## src/lrupr_pkg.sv

```systemverilog
package lrupr_pkg;

    // build defaults
    localparam int MAX_FRAMES_DEF = 8;
    localparam int PAGE_BITS_DEF  = 16;

    // fixed field widths
    localparam int PAGE_IN_W = 16;
    localparam int COUNT_W   = 32;
    localparam int FRAMES_W  = 4;

    // config port
    localparam int APB_ADDR_W = 3;
    localparam int APB_DATA_W = 32;
    localparam logic REG_FRAMES_IN_USE = 1'b0;   // register index, paddr[2]

    localparam logic [FRAMES_W-1:0] FRAMES_RESET = 4'd3;
    localparam logic [COUNT_W-1:0]  COUNT_MAX    = '1;

    typedef struct packed {
        logic hit;
        logic ev_valid;
    } t_upd_flags;

endpackage

```

## src/lru_page_replacement.sv

```systemverilog
// Channel  | Handshake              | Payload
// ---------+------------------------+--------------------------------------------
// in       | i_in_valid/o_in_ready  | i_page_number
// out      | o_out_valid/i_out_ready| o_fault, o_evicted_valid, o_evicted_page,
//          |                        | o_fault_count
// config   | APB psel/penable/...   | frames_in_use at byte address 0
//
// Each word has its stack row read from the stack memory in S_IDLE, then is
// compared/shifted and written back into the same memory in S_CALC.
// The next word is taken right after write-back; results sit in an output
// register, so a waiting result does not block the next accept.
// A word stalls in the compute cycle only while an older result is unread.
// Reset (sync, active low) empties all frames and clears the fault count;
// frames_in_use returns to 3. No clearing pass is needed.
module lru_page_replacement #(
    parameter int MAX_FRAMES = lrupr_pkg::MAX_FRAMES_DEF,
    parameter int PAGE_BITS  = lrupr_pkg::PAGE_BITS_DEF
) (
    input  logic                             i_clk,
    input  logic                             i_rst_n,
    // page references
    input  logic                             i_in_valid,
    output logic                             o_in_ready,
    input  logic [lrupr_pkg::PAGE_IN_W-1:0]  i_page_number,
    // results
    output logic                             o_out_valid,
    input  logic                             i_out_ready,
    output logic                             o_fault,
    output logic                             o_evicted_valid,
    output logic [lrupr_pkg::PAGE_IN_W-1:0]  o_evicted_page,
    output logic [lrupr_pkg::COUNT_W-1:0]    o_fault_count,
    // config
    input  logic                             psel,
    input  logic                             penable,
    input  logic                             pwrite,
    input  logic [lrupr_pkg::APB_ADDR_W-1:0] paddr,
    input  logic [lrupr_pkg::APB_DATA_W-1:0] pwdata,
    output logic [lrupr_pkg::APB_DATA_W-1:0] prdata,
    output logic                             pready
);
    import lrupr_pkg::*;

    localparam int ROW_W = MAX_FRAMES * PAGE_BITS;
    localparam int IW    = (MAX_FRAMES > 1) ? $clog2(MAX_FRAMES) : 1;
    localparam int NW    = $clog2(MAX_FRAMES + 1);
    localparam int CW    = (NW > FRAMES_W) ? NW : FRAMES_W;

    typedef enum logic {
        S_IDLE,
        S_CALC
    } t_state;

    t_state                r_state;
    logic [FRAMES_W-1:0]   r_frames;
    logic [PAGE_BITS-1:0]  r_page;
    logic [MAX_FRAMES-1:0] r_valid;    // frame occupancy, cleared by reset
    logic [COUNT_W-1:0]    r_count;
    logic                  r_out_valid;
    logic                  r_fault;
    logic                  r_ev_valid;
    logic [PAGE_IN_W-1:0]  r_ev_page;

    logic                  in_acc;
    logic                  out_free;
    logic                  commit;
    logic                  reg_wr;
    logic [CW-1:0]         frames_ext;
    logic [CW-1:0]         n_act;
    logic [IW-1:0]         last;
    logic [ROW_W-1:0]      rd_row;
    logic [ROW_W-1:0]      wr_row;
    logic [MAX_FRAMES-1:0] n_valid;
    logic [PAGE_BITS-1:0]  ev_page;
    logic [COUNT_W-1:0]    n_count;
    t_upd_flags            flags;

    // ---- config register ----
    assign pready = 1'b1;
    assign reg_wr = psel && penable && pwrite && (paddr[2] == REG_FRAMES_IN_USE);
    assign prdata = (paddr[2] == REG_FRAMES_IN_USE) ? APB_DATA_W'(r_frames) : '0;

    always_ff @(posedge i_clk) begin
        if (!i_rst_n) begin
            r_frames <= FRAMES_RESET;
        end else if (reg_wr) begin
            r_frames <= pwdata[FRAMES_W-1:0];
        end
    end

    // active frame count: zero acts as one, clipped to the built depth
    always_comb begin
        frames_ext = CW'(r_frames);
        if (frames_ext == '0) begin
            n_act = CW'(1);
        end else if (frames_ext > CW'(MAX_FRAMES)) begin
            n_act = CW'(MAX_FRAMES);
        end else begin
            n_act = frames_ext;
        end
        last = IW'(n_act - CW'(1));
    end

    // ---- handshake ----
    assign o_in_ready = (r_state == S_IDLE);
    assign in_acc     = i_in_valid && o_in_ready;
    assign out_free   = !r_out_valid || i_out_ready;
    assign commit     = (r_state == S_CALC) && out_free;

    // ---- stack memory and update datapath ----
    lrupr_stack_mem #(
        .ROW_W(ROW_W)
    ) u_mem (
        .i_clk   (i_clk),
        .i_rd_en (in_acc),
        .i_wr_en (commit),
        .i_wr_row(wr_row),
        .o_rd_row(rd_row)
    );

    lrupr_update #(
        .MAX_FRAMES(MAX_FRAMES),
        .PAGE_BITS (PAGE_BITS)
    ) u_upd (
        .i_row    (rd_row),
        .i_valid  (r_valid),
        .i_page   (r_page),
        .i_last   (last),
        .o_row    (wr_row),
        .o_valid  (n_valid),
        .o_ev_page(ev_page),
        .o_flags  (flags)
    );

    // saturating fault count
    assign n_count = (!flags.hit && r_count != COUNT_MAX) ? r_count + COUNT_W'(1) : r_count;

    // ---- control and result register ----
    always_ff @(posedge i_clk) begin
        if (!i_rst_n) begin
            r_state     <= S_IDLE;
            r_valid     <= '0;
            r_count     <= '0;
            r_out_valid <= 1'b0;
            r_fault     <= 1'b0;
            r_ev_valid  <= 1'b0;
            r_ev_page   <= '0;
        end else begin
            // a new result replaces the one being read in the same cycle
            if (i_out_ready && !commit) begin
                r_out_valid <= 1'b0;
            end
            unique case (r_state)
                S_IDLE: begin
                    if (in_acc) begin
                        r_state <= S_CALC;
                        r_page  <= PAGE_BITS'(i_page_number);
                    end
                end
                S_CALC: begin
                    if (out_free) begin
                        r_state     <= S_IDLE;
                        r_valid     <= n_valid;
                        r_count     <= n_count;
                        r_out_valid <= 1'b1;
                        r_fault     <= !flags.hit;
                        r_ev_valid  <= flags.ev_valid;
                        r_ev_page   <= PAGE_IN_W'(ev_page);
                    end
                end
                default: r_state <= S_IDLE;
            endcase
        end
    end

    assign o_out_valid     = r_out_valid;
    assign o_fault         = r_fault;
    assign o_evicted_valid = r_ev_valid;
    assign o_evicted_page  = r_ev_page;
    assign o_fault_count   = r_count;

endmodule

```

## src/lrupr_stack_mem.sv

```systemverilog
module lrupr_stack_mem #(
    parameter int ROW_W = 128
) (
    input  logic             i_clk,
    input  logic             i_rd_en,
    input  logic             i_wr_en,
    input  logic [ROW_W-1:0] i_wr_row,
    output logic [ROW_W-1:0] o_rd_row
);

    // single-row store holding the whole recency stack; registered read
    logic [ROW_W-1:0] r_mem;
    logic [ROW_W-1:0] r_rd_row;

    always_ff @(posedge i_clk) begin
        if (i_wr_en) begin
            r_mem <= i_wr_row;
        end
        if (i_rd_en) begin
            r_rd_row <= r_mem;
        end
    end

    assign o_rd_row = r_rd_row;

endmodule

```

## src/lrupr_update.sv

```systemverilog
module lrupr_update #(
    parameter int MAX_FRAMES = 8,
    parameter int PAGE_BITS  = 16,
    localparam int ROW_W     = MAX_FRAMES * PAGE_BITS,
    localparam int IW        = (MAX_FRAMES > 1) ? $clog2(MAX_FRAMES) : 1
) (
    input  logic [ROW_W-1:0]      i_row,
    input  logic [MAX_FRAMES-1:0] i_valid,
    input  logic [PAGE_BITS-1:0]  i_page,
    input  logic [IW-1:0]         i_last,      // index of last active position
    output logic [ROW_W-1:0]      o_row,
    output logic [MAX_FRAMES-1:0] o_valid,
    output logic [PAGE_BITS-1:0]  o_ev_page,
    output lrupr_pkg::t_upd_flags o_flags
);
    import lrupr_pkg::*;

    logic [PAGE_BITS-1:0]  pages [MAX_FRAMES];
    logic [MAX_FRAMES-1:0] match;
    logic [IW-1:0]         hit_pos;
    logic [IW-1:0]         top;
    logic                  hit;

    always_comb begin
        for (int k = 0; k < MAX_FRAMES; k++) begin
            pages[k] = i_row[k*PAGE_BITS +: PAGE_BITS];
            match[k] = i_valid[k] && (pages[k] == i_page) && (k <= int'(i_last));
        end
    end

    // lowest matching position wins
    always_comb begin
        hit     = 1'b0;
        hit_pos = '0;
        for (int k = MAX_FRAMES - 1; k >= 0; k--) begin
            if (match[k]) begin
                hit     = 1'b1;
                hit_pos = IW'(k);
            end
        end
    end

    assign top = hit ? hit_pos : i_last;

    always_comb begin
        o_row   = i_row;
        o_valid = i_valid;
        o_row[0 +: PAGE_BITS] = i_page;
        o_valid[0]            = 1'b1;
        for (int k = 1; k < MAX_FRAMES; k++) begin
            if (k <= int'(top)) begin
                o_row[k*PAGE_BITS +: PAGE_BITS] = pages[k-1];
                o_valid[k]                      = i_valid[k-1];
            end
        end
    end

    always_comb begin
        o_flags.hit      = hit;
        o_flags.ev_valid = !hit && i_valid[i_last];
        o_ev_page        = o_flags.ev_valid ? pages[i_last] : '0;
    end

endmodule
```

## config.mk

```make
export PLATFORM = sky130hd
export DESIGN_NAME = lru_page_replacement
export DESIGN_NICKNAME = d
export VERILOG_FILES = /design/src/lrupr_pkg.sv /design/src/lru_page_replacement.sv /design/src/lrupr_stack_mem.sv /design/src/lrupr_update.sv
export SDC_FILE = /design/constraint.sdc
export NUM_CORES = 1
export LEC_CHECK = 0
export BUFFER_PORTS_ARGS = -buffer_cell sky130_fd_sc_hd__buf_4
export CAP_MARGIN = 20
export CORE_MARGIN = 2
export CORE_UTILIZATION = 50
export CTS_CLUSTER_SIZE = 8
export DETAILED_ROUTE_END_ITERATION = 8
export GPL_ROUTABILITY_DRIVEN = 1
export PLACE_DENSITY = 0.75
export SLEW_MARGIN = 40
export SYNTH_ARGS = -nofsm -noshare
export SYNTH_HDL_FRONTEND = slang
export SYNTH_SLANG_ARGS = --single-unit
```

## constraint.sdc

```tcl
create_clock -name i_clk -period 9.85 [get_ports i_clk]
set_clock_uncertainty 0.05 [all_clocks]
set_input_delay 1.97 -clock i_clk [delete_from_list [all_inputs] [get_ports i_clk]]
set_output_delay 1.97 -clock i_clk [all_outputs]
set_load 0.01 [all_outputs]
```

Word level (Yosys, flattened, before mapping). Cells that the tools add are included.

Bits in registers: 336. Output and inout bits: 85. Input port bits: 58. Logic and storage cells: 126.

Reductions and logical operators: 38. $add $sub $neg: 2. Multiplexer cells: 39. Eq/ne operators: 9. Bitwise gates (word level): 3. $lt $le $gt $ge: 17.

Operators by type and width (count): $mux 16 (10); $eq 16x16->1 (8); $bmux 16 s3 (1); $mux 3 (11); $add 32x1->32 const B (1); $ne 32x32->1 const B (1); $reduce_and 3->1 (9); $le 3x3->1 const A (8); $logic_and 1x1->1 (23); $mux 1 (14); $le 2x3->1 const A (4); $le 1x3->1 const A (2); $ge 4x4->1 const B (1); $gt 4x4->1 const B (1); $logic_not 4->1 (1); $lt 3x4->1 const B (1); $mux 4 (1); $not 3->4 (1); $bmux 1 s3 (1); $logic_not 1->1 (3); $sub 3x1->3 const B (1); $not 1->1 (2); $pmux 1 s2 (1); $reduce_and 2->1 (1); $logic_or 1x1->1 (1).

Depth between registers and ports, before layout.
Depth in word-level cells: 17. Mapped depth: 17. Mapped depth without buffers: 13.

Modules after synthesis. Synthesis repeated with hierarchy kept, for this count alone.

Cells, all modules: 1266. Area total of the unflattened synthesis: 16331.9 µm².

Modules (own cells, without submodules): lrupr_stack_mem (cells each 256, area each 7687.4 µm², seq. area each 7687.4 µm², times used 1); lrupr_update (cells each 621, area each 5098.6 µm², seq. area each 0.0 µm², times used 1); lru_page_replacement (cells each 389, area each 3545.9 µm², seq. area each 1761.7 µm², times used 1).

Worst setup path before layout. No wires, ideal clock.

Path type: input to register. From: input port i_in_valid. To: register r_page[0] (enable). Data required time: 9.425 ns. Setup time: 0.375 ns. Path buffers: 0. Stages on the path: 2. Slack: 0.960 ns. Arrival: 8.465 ns. Path through: nor2b_1 and2_1.

Word-level cells in the longest chain between the ends: 2.

RTL lines: from (decl) (line lru_page_replacement.sv:22) `input logic i_in_valid,`; $logic_and 1x1->1 (line lru_page_replacement.sv:105) `assign in_acc = i_in_valid && o_in_ready;`; $reduce_and 3->1 (no source line); to (signal assigned) (line lru_page_replacement.sv:156) `r_page <= PAGE_BITS'(i_page_number);`; to (decl) (line lru_page_replacement.sv:55) `logic [PAGE_BITS-1:0] r_page;`.

No other way between the ends. A chain may end at the register's enable or synchronous reset.

Final worst setup path.
From: register r_frames[2] (netlist: frames_ext[2]). To: register u_mem.r_mem[95], data pin.

Word-level cells in the longest chain between the ends: 17. Elaborated cells between the ends (all ways): 38. Classes of those cells: add/sub: 1; order compare: 9; mux: 20; reduce/logical: 8.

RTL lines: from (decl) (line lru_page_replacement.sv:54) `logic [FRAMES_W-1:0] r_frames;`; from (signal assigned) (line lru_page_replacement.sv:86) `r_frames <= pwdata[FRAMES_W-1:0];`; $gt 4x4->1 (line lru_page_replacement.sv:95) `end else if (frames_ext > CW'(MAX_FRAMES)) begin`; $mux 3 (line lru_page_replacement.sv:95); $mux 3 * (line lru_page_replacement.sv:93) `if (frames_ext == '0) begin`; $sub 3x1->3 * (line lru_page_replacement.sv:100) `last = IW'(n_act - CW'(1));`; $le 3x3->1 (line lrupr_update.sv:27) `match[k] = i_valid[k] && (pages[k] == i_page) && (k <= int'(i_last));`; $logic_and 1x1->1 (line lrupr_update.sv:27); $mux 3 / $mux 1 (equally long branches) (8 in a row) (line lrupr_update.sv:36) `if (match[k]) begin`; $mux 3 * (line lrupr_update.sv:43) `assign top = hit ? hit_pos : i_last;`; $le 3x3->1 * (line lrupr_update.sv:51) `if (k <= int'(top)) begin`; $mux 16 * (line lrupr_update.sv:51); named net u_mem.i_wr_row[95] (line lrupr_stack_mem.sv:7) `input logic [ROW_W-1:0] i_wr_row,`; to (signal assigned) (line lrupr_stack_mem.sv:17) `r_mem <= i_wr_row;`; to (decl) (line lrupr_stack_mem.sv:12) `logic [ROW_W-1:0] r_mem;`.

Mark *: on every way through the listed nets, which the timed path passes. The rest lies on a longest branch.

==> impl_metrics.yaml <==
outcome:
  outcome: "finished, final reports clean"
critical_path:
  crit_path_end_kind: "flip-flop"
  cp_max_fo: 37
  start_kind: "flip-flop"
  crit_type: "flip-flop to flip-flop"
  cp.required_ps: 10080
  critical_path_arrival_ps: 5490
route:
  avgRoutedWirePerCell_um: 22.9
  dr.pass1.iters: 5
  routed_via_density: 5.72
  dr_total_vias: 9213
  detail_route.iter0.violations: 916
  wl_um: 36800
  ant_nets: 0
  post-route-drc-count: 0
final_layout:
  area_growth_pct: 14.7
  drive_gt1_frac: 0.217
  nets: 1239
  final_util: 0.581
  antenna_cells: 0
floorplan:
  num_rows: 64
  core_area_sq_mm: 0.0304
  fp.dieArea_sq_mm: 0.0322
  fp.dieW_um: 180
  fp.dieH_um: 180
  io_pins: 143
  start_util: 0.506
grt:
  grt_max_degree: 77
  grt.overflow.total: 0
  grt_pass1_vias: 8967
  grt_usage: 0.225
  grt_pass1_wl_um: 55400
  antenna_found_initial: 0
timing:
  finalHoldViolations: 0
  timing.max_slew.rel_slack: 0.419
  slew_violations: 0
  worstMarginPinSlew_ps: 864
  rsz0062_at_grt: "no"
  fmax_mhz: 190
  period_share: 0.534
  fin_ws_ps: 4590
  finalSetupTns_ps: 0
  period_minus_slack_ps: 5260
  setup_viol: 0
job:
  drv_cap: 0
power_and_ir_drop:
  vdd_drop_max_mv: 0.206
  p_int_uw: 2660
  leakagePower_uw: 0.00630
  p_seq_frac: 0.493
  clockPowerShare: 0.431
  power.density_mw_per_mm2: 196
  p_sw_uw: 804
  swShare: 0.232
  power_frac_comb: 0.077
yosys:
  synth_cell_types: 62
  syn_inst: 1085
  synth-main-ff-cell: "edfxtp_1"
  netlist_area_sq_mm: 0.0154
  syn_avg_cell_area_sq_um: 14.2
  ys_seq_elements: 336
  synth_seq_area_share: 0.613
  yosys_warnings: 0
  synth-edff-count: 272
  synthArstFlopShare: 0
clock_network:
  cts_buffers: 47
  clkTransAtPathRegs_ps: 50
  cts_buffer_depth: 3
  postCtsResizedCells: 0
  tritoncts: "yes"
  postCtsHoldBufs: 0
  ctsHtreeMaxLevel: 2
  cts.sinks: 336
  clockRootBuffer: "clkbuf_16"
  clock_latency_ps: 560
  post-cts-setup-buffer-count: 0
placed_design:
  finalWeightedCongestion: 0.883
  dp_hpwl_um: 23700
  io_buffers: 83
  place_ws_ps: 4400
hold_path:
  hold_path.class: "flip-flop to flip-flop"
-- logic make-up (layout without fill, tap and decap cells) --
logic type | count (synthesis) | count (layout) | synth area share
XOR/XNOR | 144 | 144 | 0.0836
flip-flops | 336 | 336 | 0.613
AND/OR/NAND/NOR | 282 | 282 | 0.0938
AO/OA/AOI/OAI | 64 | 64 | 0.0282
other | 2 | 29 | 0.000487
adder cells (fa/ha/maj) | 5 | 5 | 0.00406
multiplexers | 163 | 163 | 0.144
buffers and inverters | 89 | 191 | 0.0330
-- through the flow --
stage / hold WS, ps / total power (uW) / instances / cell area [sq um]
6_report: 353 / 3470 / 1610 / 17700
4_1_cts: 349 / 3490 / 1610 / 17700
3_3_place_gp: 350 / 1990 / 1522 / 16300
5_1_grt: 359 / 3570 / 1610 / 17700
2_1_floorplan: 350 / 1910 / 1112 / 15500
3_5_place_dp: 355 / 2000 / 1523 / 16300
-- cell usage after synthesis, types with 2 or more instances --
| cell type | n | area [sq um] |
|---|---|---|
| nand3_1 | 29 | 145 |
| and3_1 | 11 | 68.8 |
| nand4_1 | 21 | 131 |
| o21ai_0 | 28 | 140 |
| o21ba_2 | 2 | 20.0 |
| mux2i_1 | 33 | 330 |
| mux2_1 | 29 | 327 |
| xor2_1 | 66 | 578 |
| nor4_1 | 14 | 87.6 |
| and2_1 | 17 | 106 |
| mux2_2 | 57 | 642 |
| mux2_4 | 10 | 150 |
| ha_1 | 5 | 62.6 |
| o2bb2ai_1 | 3 | 26.3 |
| nor2_1 | 11 | 41.3 |
| buf_4 | 31 | 233 |
| a21oi_1 | 4 | 20.0 |
| xnor2_1 | 76 | 666 |
| nor2b_1 | 15 | 93.8 |
| mux4_2 | 34 | 766 |
| o2111ai_1 | 3 | 26.3 |
| a21boi_0 | 5 | 37.5 |
| nand2_1 | 112 | 420 |
| o21a_1 | 3 | 22.5 |
| nand2b_1 | 19 | 119 |
| inv_1 | 8 | 30.0 |
| nor3_1 | 14 | 70.1 |
| conb_1 | 2 | 7.51 |
| or3_1 | 5 | 31.3 |
| clkbuf_1 | 23 | 86.3 |
| o31ai_1 | 3 | 22.5 |
| and4_1 | 4 | 35.0 |
| edfxtp_1 | 272 | 8170 |
| buf_2 | 22 | 110 |
| dfxtp_1 | 64 | 1280 |
| buf_6 | 4 | 45.0 |
-- path summary, 6_finish.rpt --
| path | startpoint | endpoint | slack [ps] | cells past startpoint |
|---|---|---|---|---|
| setup / recovery | frames_ext[2]$_SDFFE_PN0P_ | u_mem.r_mem[95]$_DFFE_PP_ | 4590 | 13 |
| hold / removal | u_mem.r_mem[96]$_DFFE_PP_ | u_mem.o_rd_row[96]$_DFFE_PP_ | 350 | 0 |
| setup reg to reg | frames_ext[2]$_SDFFE_PN0P_ | u_mem.r_mem[95]$_DFFE_PP_ | 4590 | 13 |
| hold reg to reg | u_mem.r_mem[96]$_DFFE_PP_ | u_mem.o_rd_row[96]$_DFFE_PP_ | 350 | 0 |
-- layout by cell type, fill, tap and decap left out, types with 34 or more instances in the layout --
master	n
nand2_1	111
xnor2_1	76
edfxtp_1	272
clkbuf_1	38
clkbuf_16	48
buf_4	91
mux4_2	34
xor2_1	66
dfxtp_1	64
mux2_2	57
-- critical path, stage by stage (launching register included) --
cell and delay (ps):
dfxtp_1 500, o21bai_1 150, nand2_2 100, buf_6 470, ha_1 550, xnor2_4 110, buf_4 290, o2111ai_1 220
a2bb2o_1 360, nor4_2 600, nand2_1 140, and2_1 300, a21oi_4 740, mux2_1 390
-- sequential cells by signal, summed over array words and instances (netlist names) --
register         cells
frames_ext           4
o_evicted_page      16
o_evicted_valid      1
o_fault              1
o_fault_count       32
o_out_valid          1
r_page              16
r_state              1
r_valid              8
u_mem.o_rd_row     128
u_mem.r_mem        128
-- cell type report --
cell class | instances | area [sq um]
fill | 2411 | 12800
sequential | 336 | 9450
multi-input combinational | 687 | 5590
clock buffer | 86 | 1340
timing repair buffer | 95 | 728
tap | 396 | 495
inverter | 9 | 36.3
clock inverter | 1 | 30.0
-- layer usage --
layer  global-route usage  vias up  routed length [um]
li1                     -     4131                   -
met1                0.312     4533               15600
met2                0.346      467               16700
met3               0.0612       82                3310
met4               0.0764        0                1240
met5                    0        -                   0
-- power by group through the flow --
stage / Sequential [uW] / Combinational (uW) / Clock [uW]
after floorplan: 1710 / 196 / 0
after global placement: 1730 / 260 / 0
after detailed placement: 1730 / 264 / 0
after CTS: 1710 / 266 / 1520
after global routing: 1720 / 283 / 1570
final: 1710 / 266 / 1490
Power figures use the tool's default switching activity.
